[config.mk]
export PLATFORM = sky130hd
export DESIGN_NAME = packer_signature_scanner_top_flat
export DESIGN_NICKNAME = d
export VERILOG_FILES = /design/src/hdl/pss_pkg.sv /design/src/hdl/pss_if.sv /design/src/hdl/pss_ctrl.sv /design/src/hdl/pss_datapath.sv /design/src/hdl/packer_signature_scanner_top.sv /design/src/flat_wrapper.sv
export SDC_FILE = /design/constraint.sdc
export NUM_CORES = 1
export LEC_CHECK = 0
export ABC_AREA = 1
export ABC_CLOCK_PERIOD_IN_PS = 30800
export BUFFER_PORTS_ARGS = -buffer_cell sky130_fd_sc_hd__buf_2
export CAP_MARGIN = 20
export CORE_MARGIN = 4
export CORE_UTILIZATION = 50
export CTS_CLUSTER_SIZE = 16
export DETAILED_ROUTE_END_ITERATION = 8
export PLACE_DENSITY = 0.65
export SLEW_MARGIN = 20
export SYNTH_ARGS = -nofsm -noshare
export SYNTH_HDL_FRONTEND = slang
export SYNTH_SLANG_ARGS = --single-unit
[constraint.sdc]
create_clock -name clk -period 30.8 [get_ports clk]
set_clock_uncertainty 0.2 [all_clocks]
set_input_delay 9.24 -clock clk [delete_from_list [all_inputs] [get_ports clk]]
set_output_delay 9.24 -clock clk [all_outputs]
set_load 0.02 [all_outputs]
[src/hdl/pss_pkg.sv]
// Shared types, codes and constants of the packer signature scanner.
package pss_pkg;

    localparam int MAX_VERSION_CHARS  = 16;
    localparam int MARKER_SEARCH_SPAN = 24;

    localparam int MAGIC_LEN  = 4;
    localparam int HDR_LEN    = 8;
    localparam int BANNER_LEN = 21;
    localparam int MARK_LEN   = 10;
    localparam int LEVEL_MAX  = 10;
    localparam int VER_LIMIT  = 64;

    // Byte strings, first character in the most significant byte.
    localparam logic [8*MAGIC_LEN-1:0]  HDR_MAGIC  = 32'h55_50_58_21;
    localparam logic [8*MAGIC_LEN-1:0]  REL_LEAD   = 32'h55_50_58_20;
    localparam logic [8*BANNER_LEN-1:0] BANNER_TXT =
        168'h55_50_58_20_65_78_65_63_75_74_61_62_6C_65_20_70_61_63_6B_65_72;
    localparam logic [8*MARK_LEN-1:0]   COPY_MARK  = 80'h20_43_6F_70_79_72_69_67_68_74;

    localparam logic [7:0] CHAR_ZERO = 8'h30;
    localparam logic [7:0] CHAR_NINE = 8'h39;
    localparam logic [7:0] CHAR_DOT  = 8'h2E;

    typedef enum logic [1:0] {
        ACT_PREFIX = 2'd0,
        ACT_SUFFIX = 2'd1,
        ACT_FINISH = 2'd2,
        ACT_IGNORE = 2'd3
    } action_t;

    typedef enum logic [1:0] {
        ASSESS_NONE     = 2'd0,
        ASSESS_STANDARD = 2'd1,
        ASSESS_MODIFIED = 2'd2
    } assess_t;

    typedef enum logic [2:0] {
        S_IDLE,
        S_ALIGN,
        S_FLUSH,
        S_SCAN,
        S_RUN,
        S_SEARCH,
        S_PUSH,
        S_EMIT
    } state_t;

    typedef struct packed {
        logic capture;
        logic push_in;
        logic push_pend;
        logic align_load;
        logic align_step;
        logic scan;
        logic rel_load;
        logic run_step;
        logic search_step;
        logic rel_commit;
        logic drop;
        logic drop_shift;
        logic emit_step;
        logic clear_all;
    } pss_cmd_t;

    typedef struct packed {
        logic count_zero;
        logic count_pre_full;
        logic pad_zero;
        logic region_match;
        logic rel_cand;
        logic run_fail;
        logic run_break;
        logic run_ok;
        logic srch_hit;
        logic srch_end;
        logic last;
    } pss_stat_t;

endpackage

[src/hdl/pss_if.sv]
// Input and result channel interfaces of the packer signature scanner.
interface pss_in_if;
    logic       valid;
    logic       ready;
    logic [1:0] action;
    logic [7:0] data_byte;
    logic       container_is_pe;
    logic       canonical_layout;
    logic       packed_layout;

    modport source (output valid, action, data_byte, container_is_pe, canonical_layout,
                    packed_layout, input ready);
    modport sink (input valid, action, data_byte, container_is_pe, canonical_layout,
                  packed_layout, output ready);
endinterface

interface pss_out_if;
    logic       valid;
    logic       ready;
    logic [1:0] assessment;
    logic       header_found;
    logic [5:0] header_version;
    logic       release_found;
    logic [7:0] release_char;
    logic       last_result;

    modport source (output valid, assessment, header_found, header_version, release_found,
                    release_char, last_result, input ready);
    modport sink (input valid, assessment, header_found, header_version, release_found,
                  release_char, last_result, output ready);
endinterface

[src/hdl/pss_ctrl.sv]
// Controller state machine of the packer signature scanner.
module pss_ctrl (
    input  logic                clk,
    input  logic                rst_n,
    input  logic                in_valid,
    input  logic [1:0]          action,
    output logic                in_ready,
    output logic                out_valid,
    input  logic                out_ready,
    input  pss_pkg::pss_stat_t  st,
    output pss_pkg::pss_cmd_t   cmd
);

    pss_pkg::state_t state_reg, state_next;
    logic            fin_reg, fin_next;
    logic            flush_reg, flush_next;
    pss_pkg::state_t ret_state;

    always_ff @(posedge clk or negedge rst_n)
    begin
        if (!rst_n)
        begin
            state_reg <= pss_pkg::S_IDLE;
            fin_reg   <= 1'b0;
            flush_reg <= 1'b0;
        end
        else
        begin
            state_reg <= state_next;
            fin_reg   <= fin_next;
            flush_reg <= flush_next;
        end
    end

    always_comb
    begin
        state_next = state_reg;
        fin_next   = fin_reg;
        flush_next = flush_reg;
        cmd        = '0;
        in_ready   = 1'b0;
        out_valid  = 1'b0;
        ret_state  = flush_reg ? pss_pkg::S_FLUSH : pss_pkg::S_IDLE;
        cmd.drop_shift = flush_reg;

        case (state_reg)
            pss_pkg::S_IDLE:
            begin
                in_ready = 1'b1;
                if (in_valid)
                begin
                    cmd.capture = 1'b1;
                    case (pss_pkg::action_t'(action))
                        pss_pkg::ACT_PREFIX, pss_pkg::ACT_SUFFIX:
                        begin
                            if (st.region_match || st.count_zero)
                            begin
                                cmd.push_in = 1'b1;
                                if (st.count_pre_full)
                                begin
                                    flush_next = 1'b0;
                                    state_next = pss_pkg::S_SCAN;
                                end
                            end
                            else
                            begin
                                // A new region: the old tail is scanned out first.
                                fin_next       = 1'b0;
                                flush_next     = 1'b1;
                                cmd.align_load = 1'b1;
                                state_next     = pss_pkg::S_ALIGN;
                            end
                        end
                        pss_pkg::ACT_FINISH:
                        begin
                            fin_next       = 1'b1;
                            flush_next     = 1'b1;
                            cmd.align_load = 1'b1;
                            state_next     = st.count_zero ? pss_pkg::S_FLUSH
                                                           : pss_pkg::S_ALIGN;
                        end
                        default:
                        begin
                        end
                    endcase
                end
            end
            pss_pkg::S_ALIGN:
            begin
                if (st.pad_zero)
                begin
                    state_next = pss_pkg::S_FLUSH;
                end
                else
                begin
                    cmd.align_step = 1'b1;
                end
            end
            pss_pkg::S_FLUSH:
            begin
                if (st.count_zero)
                begin
                    flush_next = 1'b0;
                    state_next = fin_reg ? pss_pkg::S_EMIT : pss_pkg::S_PUSH;
                end
                else
                begin
                    state_next = pss_pkg::S_SCAN;
                end
            end
            pss_pkg::S_SCAN:
            begin
                cmd.scan = 1'b1;
                if (st.rel_cand)
                begin
                    cmd.rel_load = 1'b1;
                    state_next   = pss_pkg::S_RUN;
                end
                else
                begin
                    cmd.drop   = 1'b1;
                    state_next = ret_state;
                end
            end
            pss_pkg::S_RUN:
            begin
                if (st.run_fail || (st.run_break && !st.run_ok))
                begin
                    cmd.drop   = 1'b1;
                    state_next = ret_state;
                end
                else
                begin
                    cmd.run_step = 1'b1;
                    if (st.run_break)
                    begin
                        state_next = pss_pkg::S_SEARCH;
                    end
                end
            end
            pss_pkg::S_SEARCH:
            begin
                if (st.srch_hit)
                begin
                    cmd.rel_commit = 1'b1;
                    cmd.drop       = 1'b1;
                    state_next     = ret_state;
                end
                else if (st.srch_end)
                begin
                    cmd.drop   = 1'b1;
                    state_next = ret_state;
                end
                else
                begin
                    cmd.search_step = 1'b1;
                end
            end
            pss_pkg::S_PUSH:
            begin
                cmd.push_pend = 1'b1;
                state_next    = pss_pkg::S_IDLE;
            end
            pss_pkg::S_EMIT:
            begin
                out_valid = 1'b1;
                if (out_ready)
                begin
                    if (st.last)
                    begin
                        cmd.clear_all = 1'b1;
                        fin_next      = 1'b0;
                        state_next    = pss_pkg::S_IDLE;
                    end
                    else
                    begin
                        cmd.emit_step = 1'b1;
                    end
                end
            end
            default:
            begin
                state_next = pss_pkg::S_IDLE;
            end
        endcase
    end

endmodule

[src/hdl/pss_datapath.sv]
// Datapath of the packer signature scanner: byte window, matchers and result fields.
module pss_datapath #(
    parameter int MAX_VERSION_CHARS  = pss_pkg::MAX_VERSION_CHARS,
    parameter int MARKER_SEARCH_SPAN = pss_pkg::MARKER_SEARCH_SPAN
) (
    input  logic               clk,
    input  logic               rst_n,
    input  pss_pkg::pss_cmd_t  cmd,
    output pss_pkg::pss_stat_t st,
    input  logic [1:0]         action,
    input  logic [7:0]         data_byte,
    input  logic               container_is_pe,
    input  logic               canonical_layout,
    input  logic               packed_layout,
    output logic [1:0]         assessment,
    output logic               header_found,
    output logic [5:0]         header_version,
    output logic               release_found,
    output logic [7:0]         release_char,
    output logic               last_result
);

    localparam int WIN_LEN  = pss_pkg::MAGIC_LEN + MAX_VERSION_CHARS + MARKER_SEARCH_SPAN;
    localparam int SRCH_LEN = WIN_LEN - pss_pkg::MAGIC_LEN;
    localparam int CNT_W    = $clog2(WIN_LEN + 1);
    localparam int LEN_W    = $clog2(MAX_VERSION_CHARS + 1);
    localparam int OFF_W    = $clog2(MAX_VERSION_CHARS + 2);
    localparam int S_W      = $clog2(MARKER_SEARCH_SPAN + 1);
    localparam int IDX_W    = $clog2(MAX_VERSION_CHARS);
    localparam int ML       = pss_pkg::MAGIC_LEN;

    logic [7:0]       win_reg [WIN_LEN];
    logic [7:0]       win_next [WIN_LEN];
    logic [7:0]       sreg_reg [SRCH_LEN];
    logic [7:0]       sreg_next [SRCH_LEN];
    logic [7:0]       text_reg [MAX_VERSION_CHARS];
    logic [7:0]       text_next [MAX_VERSION_CHARS];
    logic [7:0]       pend_byte_reg, pend_byte_next;
    logic             pend_act_reg, pend_act_next;
    logic             pe_reg, pe_next;
    logic             canon_reg, canon_next;
    logic             packed_reg, packed_next;

    logic [CNT_W-1:0] count_reg, count_next;
    logic [CNT_W-1:0] pad_reg, pad_next;
    logic             region_valid_reg, region_valid_next;
    logic             region_act_reg, region_act_next;
    logic             hdr_hit_reg, hdr_hit_next;
    logic [5:0]       hdr_val_reg, hdr_val_next;
    logic             ban_hit_reg, ban_hit_next;
    logic             rel_hit_reg, rel_hit_next;
    logic [LEN_W-1:0] rel_len_reg, rel_len_next;
    logic [OFF_W-1:0] cur_reg, cur_next;
    logic [CNT_W-1:0] rem_reg, rem_next;
    logic [1:0]       parts_reg, parts_next;
    logic             run_ne_reg, run_ne_next;
    logic [S_W-1:0]   srch_reg, srch_next;
    logic [LEN_W-1:0] k_reg, k_next;

    logic             magic_eq, lead_eq, banner_eq, mark_eq;
    logic             hdr_ok;
    logic             win_shift;
    logic [7:0]       win_fill;
    logic [7:0]       head;
    logic             have, dig, dot;
    logic [1:0]       parts_inc, parts_fin;
    logic [OFF_W-1:0] cur_inc;
    logic             over, adv;
    logic             run_fail, run_break, run_ok;
    logic [S_W:0]     srch_pos;
    logic             srch_cond;
    logic             det, std_ok, n_is_len;
    logic [LEN_W:0]   k_inc;

    // Fixed pattern compares at the window head.
    always_comb
    begin
        magic_eq  = 1'b1;
        lead_eq   = 1'b1;
        banner_eq = 1'b1;
        mark_eq   = 1'b1;
        for (int i = 0; i < ML; i++)
        begin
            if (win_reg[i] != pss_pkg::HDR_MAGIC[8*(ML-1-i) +: 8])
            begin
                magic_eq = 1'b0;
            end
            if (win_reg[i] != pss_pkg::REL_LEAD[8*(ML-1-i) +: 8])
            begin
                lead_eq = 1'b0;
            end
        end
        for (int i = 0; i < pss_pkg::BANNER_LEN; i++)
        begin
            if (win_reg[i] != pss_pkg::BANNER_TXT[8*(pss_pkg::BANNER_LEN-1-i) +: 8])
            begin
                banner_eq = 1'b0;
            end
        end
        for (int i = 0; i < pss_pkg::MARK_LEN; i++)
        begin
            if (sreg_reg[i] != pss_pkg::COPY_MARK[8*(pss_pkg::MARK_LEN-1-i) +: 8])
            begin
                mark_eq = 1'b0;
            end
        end
    end

    assign hdr_ok = !hdr_hit_reg && (count_reg >= CNT_W'(pss_pkg::HDR_LEN)) && magic_eq &&
                    (win_reg[4] != 8'd0) && (win_reg[4] < 8'(pss_pkg::VER_LIMIT)) &&
                    (win_reg[5] != 8'd0) && (win_reg[6] != 8'd0) &&
                    (win_reg[7] >= 8'd1) && (win_reg[7] <= 8'(pss_pkg::LEVEL_MAX));

    // One step of the dotted version parse, looking at the head of the scan line.
    always_comb
    begin
        head      = sreg_reg[0];
        have      = (rem_reg != '0);
        dig       = have && (head >= pss_pkg::CHAR_ZERO) && (head <= pss_pkg::CHAR_NINE);
        dot       = have && (head == pss_pkg::CHAR_DOT);
        parts_inc = parts_reg + 2'd1;
        cur_inc   = cur_reg + OFF_W'(1);
        over      = (cur_inc > OFF_W'(MAX_VERSION_CHARS));
        adv       = 1'b0;
        parts_fin = parts_reg;
        run_fail  = 1'b0;
        run_break = 1'b0;
        if (dig)
        begin
            adv      = 1'b1;
            run_fail = over;
        end
        else if (!run_ne_reg)
        begin
            run_break = 1'b1;
        end
        else
        begin
            parts_fin = parts_inc;
            if ((parts_inc == 2'd3) || !dot)
            begin
                run_break = 1'b1;
            end
            else
            begin
                adv      = 1'b1;
                run_fail = over;
            end
        end
        run_ok = (parts_fin >= 2'd2);
    end

    assign st.run_fail  = run_fail;
    assign st.run_break = run_break;
    assign st.run_ok    = run_ok;

    assign srch_pos    = {1'b0, srch_reg} + (S_W+1)'(pss_pkg::MARK_LEN);
    assign srch_cond   = (rem_reg >= CNT_W'(pss_pkg::MARK_LEN)) &&
                         (srch_pos <= (S_W+1)'(MARKER_SEARCH_SPAN));
    assign st.srch_hit = srch_cond && mark_eq;
    assign st.srch_end = !srch_cond;

    assign st.count_zero     = (count_reg == '0);
    assign st.count_pre_full = (count_reg == CNT_W'(WIN_LEN - 1));
    assign st.pad_zero       = (pad_reg == '0);
    assign st.region_match   = region_valid_reg && (region_act_reg == action[0]);
    assign st.rel_cand       = !rel_hit_reg && (count_reg > CNT_W'(ML)) && lead_eq;

    // Result fields of the finish run.
    always_comb
    begin
        if (pe_reg)
        begin
            det    = canon_reg || packed_reg || hdr_hit_reg;
            std_ok = canon_reg && hdr_hit_reg;
        end
        else
        begin
            det    = packed_reg || hdr_hit_reg || ban_hit_reg || rel_hit_reg;
            std_ok = packed_reg && (ban_hit_reg || rel_hit_reg || hdr_hit_reg);
        end
        if (!det)
        begin
            assessment = pss_pkg::ASSESS_NONE;
        end
        else if (std_ok)
        begin
            assessment = pss_pkg::ASSESS_STANDARD;
        end
        else
        begin
            assessment = pss_pkg::ASSESS_MODIFIED;
        end
        n_is_len       = det && rel_hit_reg && (rel_len_reg != '0);
        k_inc          = {1'b0, k_reg} + (LEN_W+1)'(1);
        last_result    = n_is_len ? (k_inc == {1'b0, rel_len_reg}) : 1'b1;
        header_found   = det && hdr_hit_reg;
        header_version = header_found ? hdr_val_reg : 6'd0;
        release_found  = det && rel_hit_reg;
        release_char   = (release_found && (k_reg < rel_len_reg)) ?
                         text_reg[k_reg[IDX_W-1:0]] : 8'd0;
    end

    assign st.last = last_result;

    always_comb
    begin
        win_next          = win_reg;
        sreg_next         = sreg_reg;
        text_next         = text_reg;
        pend_byte_next    = pend_byte_reg;
        pend_act_next     = pend_act_reg;
        pe_next           = pe_reg;
        canon_next        = canon_reg;
        packed_next       = packed_reg;
        count_next        = count_reg;
        pad_next          = pad_reg;
        region_valid_next = region_valid_reg;
        region_act_next   = region_act_reg;
        hdr_hit_next      = hdr_hit_reg;
        hdr_val_next      = hdr_val_reg;
        ban_hit_next      = ban_hit_reg;
        rel_hit_next      = rel_hit_reg;
        rel_len_next      = rel_len_reg;
        cur_next          = cur_reg;
        rem_next          = rem_reg;
        parts_next        = parts_reg;
        run_ne_next       = run_ne_reg;
        srch_next         = srch_reg;
        k_next            = k_reg;

        if (cmd.capture)
        begin
            pend_byte_next = data_byte;
            pend_act_next  = action[0];
            pe_next        = container_is_pe;
            canon_next     = canonical_layout;
            packed_next    = packed_layout;
        end

        // Bytes enter at the top of the window; the scan position is entry zero.
        win_shift = cmd.push_in || cmd.push_pend || cmd.align_step ||
                    (cmd.drop && cmd.drop_shift);
        win_fill  = cmd.push_in ? data_byte : (cmd.push_pend ? pend_byte_reg : 8'd0);
        if (win_shift)
        begin
            for (int i = 0; i < WIN_LEN - 1; i++)
            begin
                win_next[i] = win_reg[i+1];
            end
            win_next[WIN_LEN-1] = win_fill;
        end

        if (cmd.push_in || cmd.push_pend)
        begin
            count_next        = count_reg + CNT_W'(1);
            region_valid_next = 1'b1;
            region_act_next   = cmd.push_in ? action[0] : pend_act_reg;
        end
        if (cmd.drop)
        begin
            count_next = count_reg - CNT_W'(1);
        end
        if (cmd.align_load)
        begin
            pad_next = CNT_W'(WIN_LEN) - count_reg;
        end
        if (cmd.align_step)
        begin
            pad_next = pad_reg - CNT_W'(1);
        end

        if (cmd.scan)
        begin
            if (hdr_ok)
            begin
                hdr_hit_next = 1'b1;
                hdr_val_next = win_reg[4][5:0];
            end
            if ((count_reg >= CNT_W'(pss_pkg::BANNER_LEN)) && banner_eq)
            begin
                ban_hit_next = 1'b1;
            end
        end

        if (cmd.rel_load)
        begin
            for (int i = 0; i < SRCH_LEN; i++)
            begin
                sreg_next[i] = win_reg[i+ML];
            end
            cur_next    = '0;
            rem_next    = count_reg - CNT_W'(ML);
            parts_next  = 2'd0;
            run_ne_next = 1'b0;
        end

        if (cmd.run_step || cmd.search_step)
        begin
            if (adv || cmd.search_step)
            begin
                for (int i = 0; i < SRCH_LEN - 1; i++)
                begin
                    sreg_next[i] = sreg_reg[i+1];
                end
                sreg_next[SRCH_LEN-1] = 8'd0;
                rem_next = rem_reg - CNT_W'(1);
            end
        end
        if (cmd.run_step)
        begin
            parts_next = parts_fin;
            if (adv)
            begin
                cur_next    = cur_inc;
                run_ne_next = dig;
            end
            if (run_break)
            begin
                srch_next = '0;
            end
        end
        if (cmd.search_step)
        begin
            srch_next = srch_reg + S_W'(1);
        end

        if (cmd.rel_commit)
        begin
            rel_hit_next = 1'b1;
            rel_len_next = cur_reg[LEN_W-1:0];
            for (int i = 0; i < MAX_VERSION_CHARS; i++)
            begin
                text_next[i] = win_reg[i+ML];
            end
        end

        if (cmd.emit_step)
        begin
            k_next = k_inc[LEN_W-1:0];
        end
        if (cmd.clear_all)
        begin
            count_next        = '0;
            region_valid_next = 1'b0;
            hdr_hit_next      = 1'b0;
            hdr_val_next      = 6'd0;
            ban_hit_next      = 1'b0;
            rel_hit_next      = 1'b0;
            rel_len_next      = '0;
            k_next            = '0;
        end
    end

    always_ff @(posedge clk or negedge rst_n)
    begin
        if (!rst_n)
        begin
            count_reg        <= '0;
            pad_reg          <= '0;
            region_valid_reg <= 1'b0;
            region_act_reg   <= 1'b0;
            hdr_hit_reg      <= 1'b0;
            hdr_val_reg      <= 6'd0;
            ban_hit_reg      <= 1'b0;
            rel_hit_reg      <= 1'b0;
            rel_len_reg      <= '0;
            cur_reg          <= '0;
            rem_reg          <= '0;
            parts_reg        <= 2'd0;
            run_ne_reg       <= 1'b0;
            srch_reg         <= '0;
            k_reg            <= '0;
            pe_reg           <= 1'b0;
            canon_reg        <= 1'b0;
            packed_reg       <= 1'b0;
        end
        else
        begin
            count_reg        <= count_next;
            pad_reg          <= pad_next;
            region_valid_reg <= region_valid_next;
            region_act_reg   <= region_act_next;
            hdr_hit_reg      <= hdr_hit_next;
            hdr_val_reg      <= hdr_val_next;
            ban_hit_reg      <= ban_hit_next;
            rel_hit_reg      <= rel_hit_next;
            rel_len_reg      <= rel_len_next;
            cur_reg          <= cur_next;
            rem_reg          <= rem_next;
            parts_reg        <= parts_next;
            run_ne_reg       <= run_ne_next;
            srch_reg         <= srch_next;
            k_reg            <= k_next;
            pe_reg           <= pe_next;
            canon_reg        <= canon_next;
            packed_reg       <= packed_next;
        end
    end

    always_ff @(posedge clk)
    begin
        win_reg       <= win_next;
        sreg_reg      <= sreg_next;
        text_reg      <= text_next;
        pend_byte_reg <= pend_byte_next;
        pend_act_reg  <= pend_act_next;
    end

endmodule

[src/hdl/packer_signature_scanner_top.sv]
// Top level of the packer signature scanner.
// Usage: words arrive on the items channel: prefix bytes, then suffix bytes, then one
// finish word that carries the layout evidence. A finish word produces a run of
// 1 to MAX_VERSION_CHARS result words on the results channel, the last one marked by
// last_result; action 3 is taken and dropped.
// Input: bytes are taken while the window of
// 4 + MAX_VERSION_CHARS + MARKER_SEARCH_SPAN bytes fills; once it is full, the byte
// leaving the window head is checked in S_SCAN before the next byte is taken. When a
// release lead sits at the window head, the version parse and the marker search walk
// the window one byte a cycle. A region change or a finish word scans out the window
// tail first: an alignment pass pads the window, then each remaining byte is checked
// at the window head in turn, with the parses where a release lead sits there.
// Results: the first result word is shown once the flush has emptied the window, and
// one word follows per cycle while the receiver is ready. A stalled receiver holds the
// word and the block takes no input until the run is delivered.
// Reset clears all hits and the window count; the block comes out of reset ready.
module packer_signature_scanner_top #(
    parameter int MAX_VERSION_CHARS  = pss_pkg::MAX_VERSION_CHARS,
    parameter int MARKER_SEARCH_SPAN = pss_pkg::MARKER_SEARCH_SPAN
) (
    input  logic       clk,
    input  logic       rst_n,
    pss_in_if.sink     items,
    pss_out_if.source  results
);

    pss_pkg::pss_cmd_t  cmd;
    pss_pkg::pss_stat_t st;

    pss_ctrl u_ctrl (
        .clk       (clk),
        .rst_n     (rst_n),
        .in_valid  (items.valid),
        .action    (items.action),
        .in_ready  (items.ready),
        .out_valid (results.valid),
        .out_ready (results.ready),
        .st        (st),
        .cmd       (cmd)
    );

    pss_datapath #(
        .MAX_VERSION_CHARS  (MAX_VERSION_CHARS),
        .MARKER_SEARCH_SPAN (MARKER_SEARCH_SPAN)
    ) u_datapath (
        .clk              (clk),
        .rst_n            (rst_n),
        .cmd              (cmd),
        .st               (st),
        .action           (items.action),
        .data_byte        (items.data_byte),
        .container_is_pe  (items.container_is_pe),
        .canonical_layout (items.canonical_layout),
        .packed_layout    (items.packed_layout),
        .assessment       (results.assessment),
        .header_found     (results.header_found),
        .header_version   (results.header_version),
        .release_found    (results.release_found),
        .release_char     (results.release_char),
        .last_result      (results.last_result)
    );

    // Input and result channels are never open at the same time.
    a_exclusive: assert property (@(posedge clk) disable iff (!rst_n)
        !(items.ready && results.valid))
        else $error("input taken while a result word is pending");

    // The last word of a run returns the block to accepting input.
    a_run_end: assert property (@(posedge clk) disable iff (!rst_n)
        (results.valid && results.ready && results.last_result) |=> items.ready)
        else $error("block not ready after the final result word");

    // A reported header always carries a nonzero version.
    a_hdr_ver: assert property (@(posedge clk) disable iff (!rst_n)
        (results.valid && results.header_found) |-> (results.header_version != 6'd0))
        else $error("header reported with a zero version");

    // A result word is shown only after the input side has been closed.
    a_emit_entry: assert property (@(posedge clk) disable iff (!rst_n)
        $rose(results.valid) |-> !$past(items.valid && items.ready))
        else $error("result word shown right after an accepted input word");

endmodule

[src/flat_wrapper.sv]
// flat-port wrapper written by rule: the top's interface ports become plain ports
module packer_signature_scanner_top_flat 
#(
    parameter int MAX_VERSION_CHARS  = pss_pkg::MAX_VERSION_CHARS,
    parameter int MARKER_SEARCH_SPAN = pss_pkg::MARKER_SEARCH_SPAN
)
  (clk, rst_n, items_valid, items_action, items_data_byte, items_container_is_pe, items_canonical_layout, items_packed_layout, items_ready, results_valid, results_assessment, results_header_found, results_header_version, results_release_found, results_release_char, results_last_result, results_ready);
  pss_in_if items_i ();
  pss_out_if results_i ();
  input  logic clk;
  input  logic rst_n;
  input wire logic [$bits(items_i.valid)-1:0] items_valid;
  input wire logic [$bits(items_i.action)-1:0] items_action;
  input wire logic [$bits(items_i.data_byte)-1:0] items_data_byte;
  input wire logic [$bits(items_i.container_is_pe)-1:0] items_container_is_pe;
  input wire logic [$bits(items_i.canonical_layout)-1:0] items_canonical_layout;
  input wire logic [$bits(items_i.packed_layout)-1:0] items_packed_layout;
  output wire logic [$bits(items_i.ready)-1:0] items_ready;
  output wire logic [$bits(results_i.valid)-1:0] results_valid;
  output wire logic [$bits(results_i.assessment)-1:0] results_assessment;
  output wire logic [$bits(results_i.header_found)-1:0] results_header_found;
  output wire logic [$bits(results_i.header_version)-1:0] results_header_version;
  output wire logic [$bits(results_i.release_found)-1:0] results_release_found;
  output wire logic [$bits(results_i.release_char)-1:0] results_release_char;
  output wire logic [$bits(results_i.last_result)-1:0] results_last_result;
  input wire logic [$bits(results_i.ready)-1:0] results_ready;
  assign items_i.valid = items_valid;
  assign items_i.action = items_action;
  assign items_i.data_byte = items_data_byte;
  assign items_i.container_is_pe = items_container_is_pe;
  assign items_i.canonical_layout = items_canonical_layout;
  assign items_i.packed_layout = items_packed_layout;
  assign items_ready = items_i.ready;
  assign results_valid = results_i.valid;
  assign results_assessment = results_i.assessment;
  assign results_header_found = results_i.header_found;
  assign results_header_version = results_i.header_version;
  assign results_release_found = results_i.release_found;
  assign results_release_char = results_i.release_char;
  assign results_last_result = results_i.last_result;
  assign results_i.ready = results_ready;
  packer_signature_scanner_top #(.MAX_VERSION_CHARS(MAX_VERSION_CHARS), .MARKER_SEARCH_SPAN(MARKER_SEARCH_SPAN)) u_core (.clk(clk), .rst_n(rst_n), .items(items_i), .results(results_i));
endmodule
==> run summary <==
### Global routing
• overall track demand over capacity in global routing: 19.4%
• largest net degree at the start of global routing: 282
• first-pass GRT wire length: 121000 um
• number of global-route vias before repair: 22.6k
• antenna violations before repair: 0
• total global routing overflow: 0

### Floorplan
• Total Die Area: 76600 um2
• Starting Density: 50.4%
• num rows: 98
• core box area: 71600 um2
• die outline width: 277 um
• Chip Height: 277 um
• number of top-level design ports: 38

### CTS
• number of buffers inserted by hold repair at cts: 0
• number of buffers inserted during clock tree synthesis: 86
• CTS tree: yes
• insertion delay of the later-clocked pin in the worst-skew pair: 640 ps
• Post CTS Setup Buffer Count: 0
• cts repair resizes: 0
• sink count of the clock tree: 869
• H-tree level count: 3
• clk slew on worst S/H paths: 60 ps
• clk buf depth: 3
• clock tree root driver cell: sky130_fd_sc_hd__clkbuf_16

### Synthesis
• warning count from the yosys run: 0
• cell taking the most area after synthesis: sky130_fd_sc_hd__edfxtp_1
• Async S/R FF share, synth: 6.90%
• gate count of the mapped netlist: 3867
• post-synthesis area per instance: 9.34 um2
• flip-flop cell with the highest count after synthesis: sky130_fd_sc_hd__edfxtp_1
• count of flip-flops with a built-in enable after synthesis: 489
• Post-Syn Area: 36100 um2
• most common library cells after synthesis: sky130_fd_sc_hd__nand2_1, sky130_fd_sc_hd__edfxtp_1, sky130_fd_sc_hd__inv_1, sky130_fd_sc_hd__o21ai_0, sky130_fd_sc_hd__dfxtp_1
• Distinct cells, synth: 49
• most frequently used cell type in the post-synthesis netlist: sky130_fd_sc_hd__nand2_1
• top-area cell type share of the netlist area: 40.6%
• net count after synthesis: 3913
• Seq/Total Area, Yosys: 62.5%
• cells taking the most area after synthesis: sky130_fd_sc_hd__edfxtp_1, sky130_fd_sc_hd__dfxtp_1, sky130_fd_sc_hd__nand2_1
• synthesized flop and latch total: 869

### Timing
• Slew headroom: 30.1%
• highest clock frequency the design can meet: 75.8 MHz
• Final Max Tran Viols: 0
• RSZ-0062 raised after global routing: false
• total negative slack: 0 ps
• Final Hold Viols: 0
• slew of the pin with the lowest slew margin: 1050 ps
• final critical-path required period: 13200 ps
• count of final setup violators: 0
• period utilisation layout: 42.9%

### Layout
• number of nets in the final layout: 3873
• layout overhead on the synthesized area: 8.79%
• final cell utilization of the core: 54.9%
• Largest register FFs: 352
• footprint of the flip-flops and latches: 22600 um2
• Antenna Cells: 0
• combined area of the multi-input logic cells: 10500 um2
• filler instances: 6441
• share of post-route cells with drive strength above 1: 5.28%

### Outcome
• result of the run: completed

### Critical path
• nature of the critical path startpoint: flip-flop
• slowest cell delay on critical path: 1010 ps
• worst endpoint data arrival time: 3760 ps
• required time worst endpoint: 21360 ps
• largest fanout on the critical path: 35
• Worst path most repeated cell: sky130_fd_sc_hd__a21oi_1
• crit path max-delay cell type: sky130_fd_sc_hd__clkinv_1
• Bufs and invs on worst path: 2
• kind of cell adding the most delay to the critical path: buffers and inverters
• chain of cells forming the critical path: clkinv_1 -> nand3_1 -> nand2_1 -> a21oi_1 -> o21ai_0 -> a21oi_1 -> buf_2
• critical setup path kind: reg2out
• capturing element type of the critical path: output pin

### Detailed routing
• ANT nets after route: 0
• DR WL/cell: 15.6 um
• DRC violation count after routing: 0
• average via count per standard cell: 5.06
• total via count after detailed routing: 24.6k
• DRT Wirelength: 75800 um
• DRT iter0 DRCs: 2234
• number of search-and-repair iterations in the first detailed-routing pass: 7

### Power
• pwr/cell area: 89.1 nW/um2
• Leak Pwr: 16.7 nW
• peak ir drop on the vdd network: 59.5 uV

### Flow run
• MaxCap Viol Count: 0

### Placed design
• HPWL after detailed placement: 45700 um
• Placer Congestion: 0.844
• Port Buffer Count: 37

### Worst hold path
• class of the most critical hold timing path: reg2reg

## logic make-up (layout without fill, tap and decap cells)
family,count (synthesis),in the layout,share of synthesized area (%)
AOI/OAI and AO/OA,546,546,7.98
xor gates and xnor gates,20,20,0.485
adders and majority gates,29,29,1.03
buffers and inverters,637,669,8.55
DFF,869,869,62.5
and+or+nand+nor,1766,1766,19.4
## layout by cell type, fill, tap and decap left out, drive strengths merged, types with 52 or more instances in the layout
master / count
a21oi: 75
buf: 52
clkbuf: 121
dfrtp: 60
dfxtp: 320
edfxtp: 489
inv: 457
nand2: 1487
nand3: 79
nand4: 62
nor2: 111
o21ai: 417
## power breakdown
part           total (mW)  internal (mW)  switching [mW]
clock network        1.10          0.662           0.443
registers            1.92           1.69           0.227
logic               0.481          0.117           0.364
## per-stage QoR
step | instances | total power, mW | worst slack, ps | instance area [um2] | hold WS, ps
2_1_floorplan | 3867 | 2.32 | 9580 | 36100 | 226
3_3_place_gp | 4689 | 2.40 | 17370 | 36300 | 229
3_5_place_dp | 4689 | 2.42 | 17200 | 36300 | 232
4_1_cts | 4849 | 3.53 | 17090 | 39300 | 238
5_1_grt | 4849 | 3.68 | 17330 | 39300 | 247
6_report | 4849 | 3.50 | 17600 | 39300 | 238
## per-layer routing
metal  track usage [%]  routed length, um
met4              6.06               2210
met2              30.2              34300
met3              4.13               4820
met5                 0                  0
met1              27.4              34600
## final timing paths
path | startpoint | endpoint | slack [ps] | cells after the start
max | u_core.u_datapath.k_reg[1]$_DFFE_PN0P_ | results_release_char[2] | 17600 | 7
max reg2reg | u_core.u_datapath.sreg_reg[251]$_DFF_P_ | u_core.u_datapath.sreg_reg[248]$_DFF_P_ | 25020 | 13
max in group asynchronous | rst_n | u_core.u_datapath.k_reg[1]$_DFFE_PN0P_ | 21220 | 2
min in group asynchronous | rst_n | u_core.u_datapath.pad_reg[1]$_DFFE_PN0P_ | 8570 | 2
min | u_core.u_datapath.sreg_reg[160]$_DFF_P_ | u_core.u_datapath.sreg_reg[168]$_DFF_P_ | 240 | 2
min reg2reg | u_core.u_datapath.sreg_reg[160]$_DFF_P_ | u_core.u_datapath.sreg_reg[168]$_DFF_P_ | 240 | 2
## final cells by class
cell class / instances / area share, %
well taps: 950 / 3.02
clock inverters: 39 / 1.41
inverters: 457 / 4.40
flip-flops and latches: 869 / 57.5
clock buffers: 121 / 6.18
repair buffers: 52 / 0.853
multi-input cells: 2361 / 26.7
## worst min-delay path, stage by stage (launching register included)
cell and delay [ps]:
sky130_fd_sc_hd__dfxtp_1 310, sky130_fd_sc_hd__nand2_1 60, sky130_fd_sc_hd__nand2_1 40
Note: power is estimated with default switching activity, not from simulation.
